<file path="config.mk">
export PLATFORM = sky130hd
export DESIGN_NAME = pota_fifo
export DESIGN_NICKNAME = d
export VERILOG_FILES = /design/src/rtl/pota_pkg.sv /design/src/rtl/pota_fifo.sv
export SDC_FILE = /design/constraint.sdc
export NUM_CORES = 1
export LEC_CHECK = 0
export ABC_AREA = 1
export BUFFER_PORTS_ARGS = -buffer_cell sky130_fd_sc_hd__buf_2
export CAP_MARGIN = 20
export CORE_AREA = 5 5 300 302
export DETAILED_ROUTE_END_ITERATION = 8
export DIE_AREA = 0 0 305 307
export PLACE_DENSITY = 0.65
export SLEW_MARGIN = 10
export SYNTH_ARGS = -nofsm -noshare
export SYNTH_HDL_FRONTEND = slang
export SYNTH_SLANG_ARGS = --single-unit
</file>
<file path="constraint.sdc">
create_clock -name clk_i -period 55.1 [get_ports clk_i]
set_input_delay 5.51 -clock clk_i [delete_from_list [all_inputs] [get_ports clk_i]]
set_output_delay 5.51 -clock clk_i [all_outputs]
set_load 0.02 [all_outputs]
</file>
<file path="src/rtl/pota_pkg.sv">
package pota_pkg;

  localparam int unsigned QBits = 32;

  typedef struct packed {
    logic [2:0][63:0] mag;
    logic [2:0]       neg;
    logic [2:0][63:0] len;
  } item_t;

  typedef struct packed {
    logic [63:0] rem;
    logic [31:0] low;
    logic [31:0] quo;
  } div_t;

  // one restoring division step
  function automatic div_t div_step(div_t s, logic [63:0] len);
    logic [64:0] t;
    div_t        r;
    t     = {s.rem, s.low[31]};
    r.low = {s.low[30:0], 1'b0};
    if (t >= {1'b0, len}) begin
      r.rem = 64'(t - {1'b0, len});
      r.quo = {s.quo[30:0], 1'b1};
    end else begin
      r.rem = t[63:0];
      r.quo = {s.quo[30:0], 1'b0};
    end
    return r;
  endfunction

endpackage

</file>
<file path="src/rtl/pota_fifo.sv">
module pota_fifo (
  input  logic            clk_i,
  input  logic            rst_ni,
  input  pota_pkg::item_t push_data_i,
  input  logic            push_valid_i,
  output logic            push_ready_o,
  output pota_pkg::item_t pop_data_o,
  output logic            pop_valid_o,
  input  logic            pop_ready_i
);

  pota_pkg::item_t mem_q [2];
  logic            wp_q;
  logic            rp_q;
  logic [1:0]      cnt_q;
  logic            push;
  logic            pop;

  assign push_ready_o = cnt_q != 2'd2;
  assign pop_valid_o  = cnt_q != 2'd0;
  assign pop_data_o   = mem_q[rp_q];
  assign push         = push_valid_i && push_ready_o;
  assign pop          = pop_valid_o && pop_ready_i;

  always_ff @(posedge clk_i or negedge rst_ni) begin
    if (!rst_ni) begin
      wp_q  <= 1'b0;
      rp_q  <= 1'b0;
      cnt_q <= 2'd0;
    end else begin
      if (push) wp_q <= !wp_q;
      if (pop) rp_q <= !rp_q;
      if (push && !pop) cnt_q <= cnt_q + 2'd1;
      else if (pop && !push) cnt_q <= cnt_q - 2'd1;
    end
  end

  always_ff @(posedge clk_i) begin
    if (push) mem_q[wp_q] <= push_data_i;
  end

endmodule

</file>
==> flow_summary.ini <==
[cells_and_area]
nNetsFinal = 3235
regArea_um2 = 23300
fin_area_um2 = 36000
final.fill_count = 8069
multi_input_area_um2 = 4460
drive_gt1_frac = 0.314
area_delta_synth_final_pct = 27.1

[worst_setup_path]
cpLargestDelayFamily = buffers and inverters
crit_slowest_cell = buf_4
cp.arrival_ps = 4520
critPathLaunchType = flop
crit_path_cell_trace = inv_8 > buf_4 > buf_4 > nand2_1 > nand2_1 > buf_2
slowest_delay_ps = 840
critPathRequiredTime_ps = 49590
worst_setup_path_end_kind = primary output
path_class = reg -> out
critPathBufInv = 4
rr_worst_depth = 7
path_max_fanout = 143
cp.depth = 6

[floorplanning]
fp.coreArea_um2 = 87400
start_util = 0.324
dieArea_um2 = 93600
chipWidth_um = 305
rows = 109
die_h_um = 307
io_pins = 780

[timing]
drv_slew = 0
layout_min_cycle_time_ps = 10030
max_freq_ghz = 0.0997
finalSetupTns_ps = 0
slew_headroom = 0.254
min_period_over_period = 0.182
skew_ps = 16.1
rsz0062_at_grt = no
final_hold_viol_count = 0
finalSetupViolCount = 0
tightest_slew_ps = 1120

[route]
drtIter0Drc = 1057
wl_um = 71700
vias = 17819
final_antenna_net_count = 0
drc = 0
firstDrtPassIters = 4
viasPerCell = 4.36
wl_per_cell_um = 17.5

[clock_network]
clk_path_buf_depth = 3
h-tree-depth = 3
cts-hold-fix-buffers = 0
cts_made_buffers = 83
post_cts_buffers = 0
clkTransAtPathRegs_ps = 60
cts.sinks = 778
cts_tree = done
post_cts_resized = 0
cts_root_buf = clkbuf_16
clk_latency_ps = 640

[synth]
synth.largest_area_cell = edfxtp_1
syn_nets = 2441
synth_xor_area_frac = 0.000618
ys_types = 14
ys_ff_latch = 778
synth_compound_area_frac = 0
netlist_instances = 2049
synthMuxAreaShare = 0
synth_adder_area_share = 0.000442
synth-simple-area-share = 0.156
yosys-top-cells-area = edfxtp_1 (82%), nand2_1 (16%), buf_4 (0.95%)
syn_area_per_cell_um2 = 13.8
yosysWarningCount = 0
ys_seq_area_frac = 0.824
synth_top_family_by_area = simple AND/OR/NAND/NOR gates
syn_area_um2 = 28300
yosysTopAreaCellShare = 0.821

[placement]
placed_cell_area_um2 = 33400
hpwl_um = 48200
portBuffers = 779
place.gp.congestion = 0.837

[worst_hold_path]
hold_path_depth = 2
hold_path.class = reg -> reg

[power_and_ir_drop]
powerDensity_nw_per_um2 = 58.5
ir_drop_uv = 44.3
leakage_nw = 15.2

[global_routing]
grt-ovfl-total = 0
grtUsageTotal = 0.145
grt_max_degree = 173
grt_pass1_wl_um = 104000
antenna_found_initial = 21
grt_pass1_vias = 17396

[run]
drv_cap = 0

[status]
outcome = finished clean
worst paths after layout:
path / startpoint / end / slack, ps
worst max-delay path: rp_q / pop_data_o[172] / 45070
worst min-delay path: cnt_q[1] / cnt_q[1] / 500
worst max register to register: cnt_q[0] / mem_q[1][235] / 50650
worst min register to register: cnt_q[1] / cnt_q[1] / 500
max in group asynchronous: rst_ni / rp_q / 50260
min in group asynchronous: rst_ni / wp_q / 4680
area by class of cell:
class,count,area share
Sequential cell,778,0.648
Tap cell,1165,0.0405
Clock buffer,103,0.0598
Inverter,7,0.000938
Timing Repair Buffer,794,0.112
Clock inverter,48,0.0129
Antenna cell,13,0.000904
Multi-Input combinational cell,1179,0.124
logic make-up after synthesis:
group                      after synthesis
xor gates and xnor gates                 2
adders and majority gates                1
and+or+nand+nor                       1176
buffers and inverters                   92
DFF                                    778
cell usage after synthesis, drive strengths merged:
master / n
dfrtp: 4
nor2: 2
clkbuf: 6
nand4: 1
ha: 1
nand2: 1171
xnor2: 1
nand3: 2
inv: 7
edfxtp: 774
buf: 79
xor2: 1
per-stage QoR:
| step | hold slack [ps] | power [mW] | setup slack (ps) | utilization | instances |
|---|---|---|---|---|---|
| detailed placement | 486 | 1.60 | 45590 | 0.382 | 3923 |
| floorplan | 462 | 1.41 | 32320 | - | 2049 |
| global placement | 480 | 1.59 | 45590 | 0.382 | 3923 |
| finish | 495 | 2.11 | 45070 | 0.412 | 4087 |
| CTS | 499 | 2.14 | 44940 | 0.411 | 4074 |
| global route | 517 | 2.22 | 44730 | 0.412 | 4083 |
power breakdown:
| group | switching, mW | internal [mW] | total [mW] | leakage [nW] |
|---|---|---|---|---|
| logic | 0.542 | 0.184 | 0.727 | 6.72 |
| registers | 0.0363 | 0.810 | 0.847 | 7.25 |
| clock network | 0.224 | 0.308 | 0.532 | 1.28 |
worst reg2reg max path, cell delays in order, from the launching register on:
cell and delay (ps):
dfrtp_1 380, inv_1 80, nand2_1 120, nand2_1 180, nor2_4 790, buf_12 730, buf_4 860, buf_4 840
routing by layer:
metal  vias up  global-route usage  routed length [um]
met5         -                   0                  45
met4         8              0.0544                1940
met3       122              0.0574                7370
met2       705               0.249               35900
met1      8431               0.163               26400
li1       8553                   -                   -
state kept, by name, summed over array words and instances (netlist names):
register	cells
rp_q	1
mem_q	774
cnt_q	2
wp_q	1
placed cells by master, fill, tap and decap left out:
master | netlist | routed
buf_4 | 36 | 12
clkinvlp_4 | 0 | 1
inv_1 | 6 | 6
buf_2 | 43 | 779
xnor2_1 | 1 | 1
clkinv_8 | 0 | 1
nand4_1 | 1 | 1
clkinv_16 | 0 | 1
clkinv_1 | 0 | 16
clkbuf_1 | 6 | 20
edfxtp_1 | 774 | 774
xor2_1 | 1 | 1
inv_16 | 0 | 2
buf_12 | 0 | 3
dfrtp_1 | 4 | 3
diode_2 | 0 | 13
nand3_1 | 2 | 2
inv_8 | 0 | 1
ha_1 | 1 | 1
inv_6 | 0 | 4
clkinv_2 | 0 | 14
clkbuf_16 | 0 | 83
clkinv_4 | 0 | 3
nand2_1 | 1171 | 1171
nor2_4 | 0 | 2
bufinv_16 | 0 | 6
dfrtp_4 | 0 | 1
(Power assumes the default switching activity.)
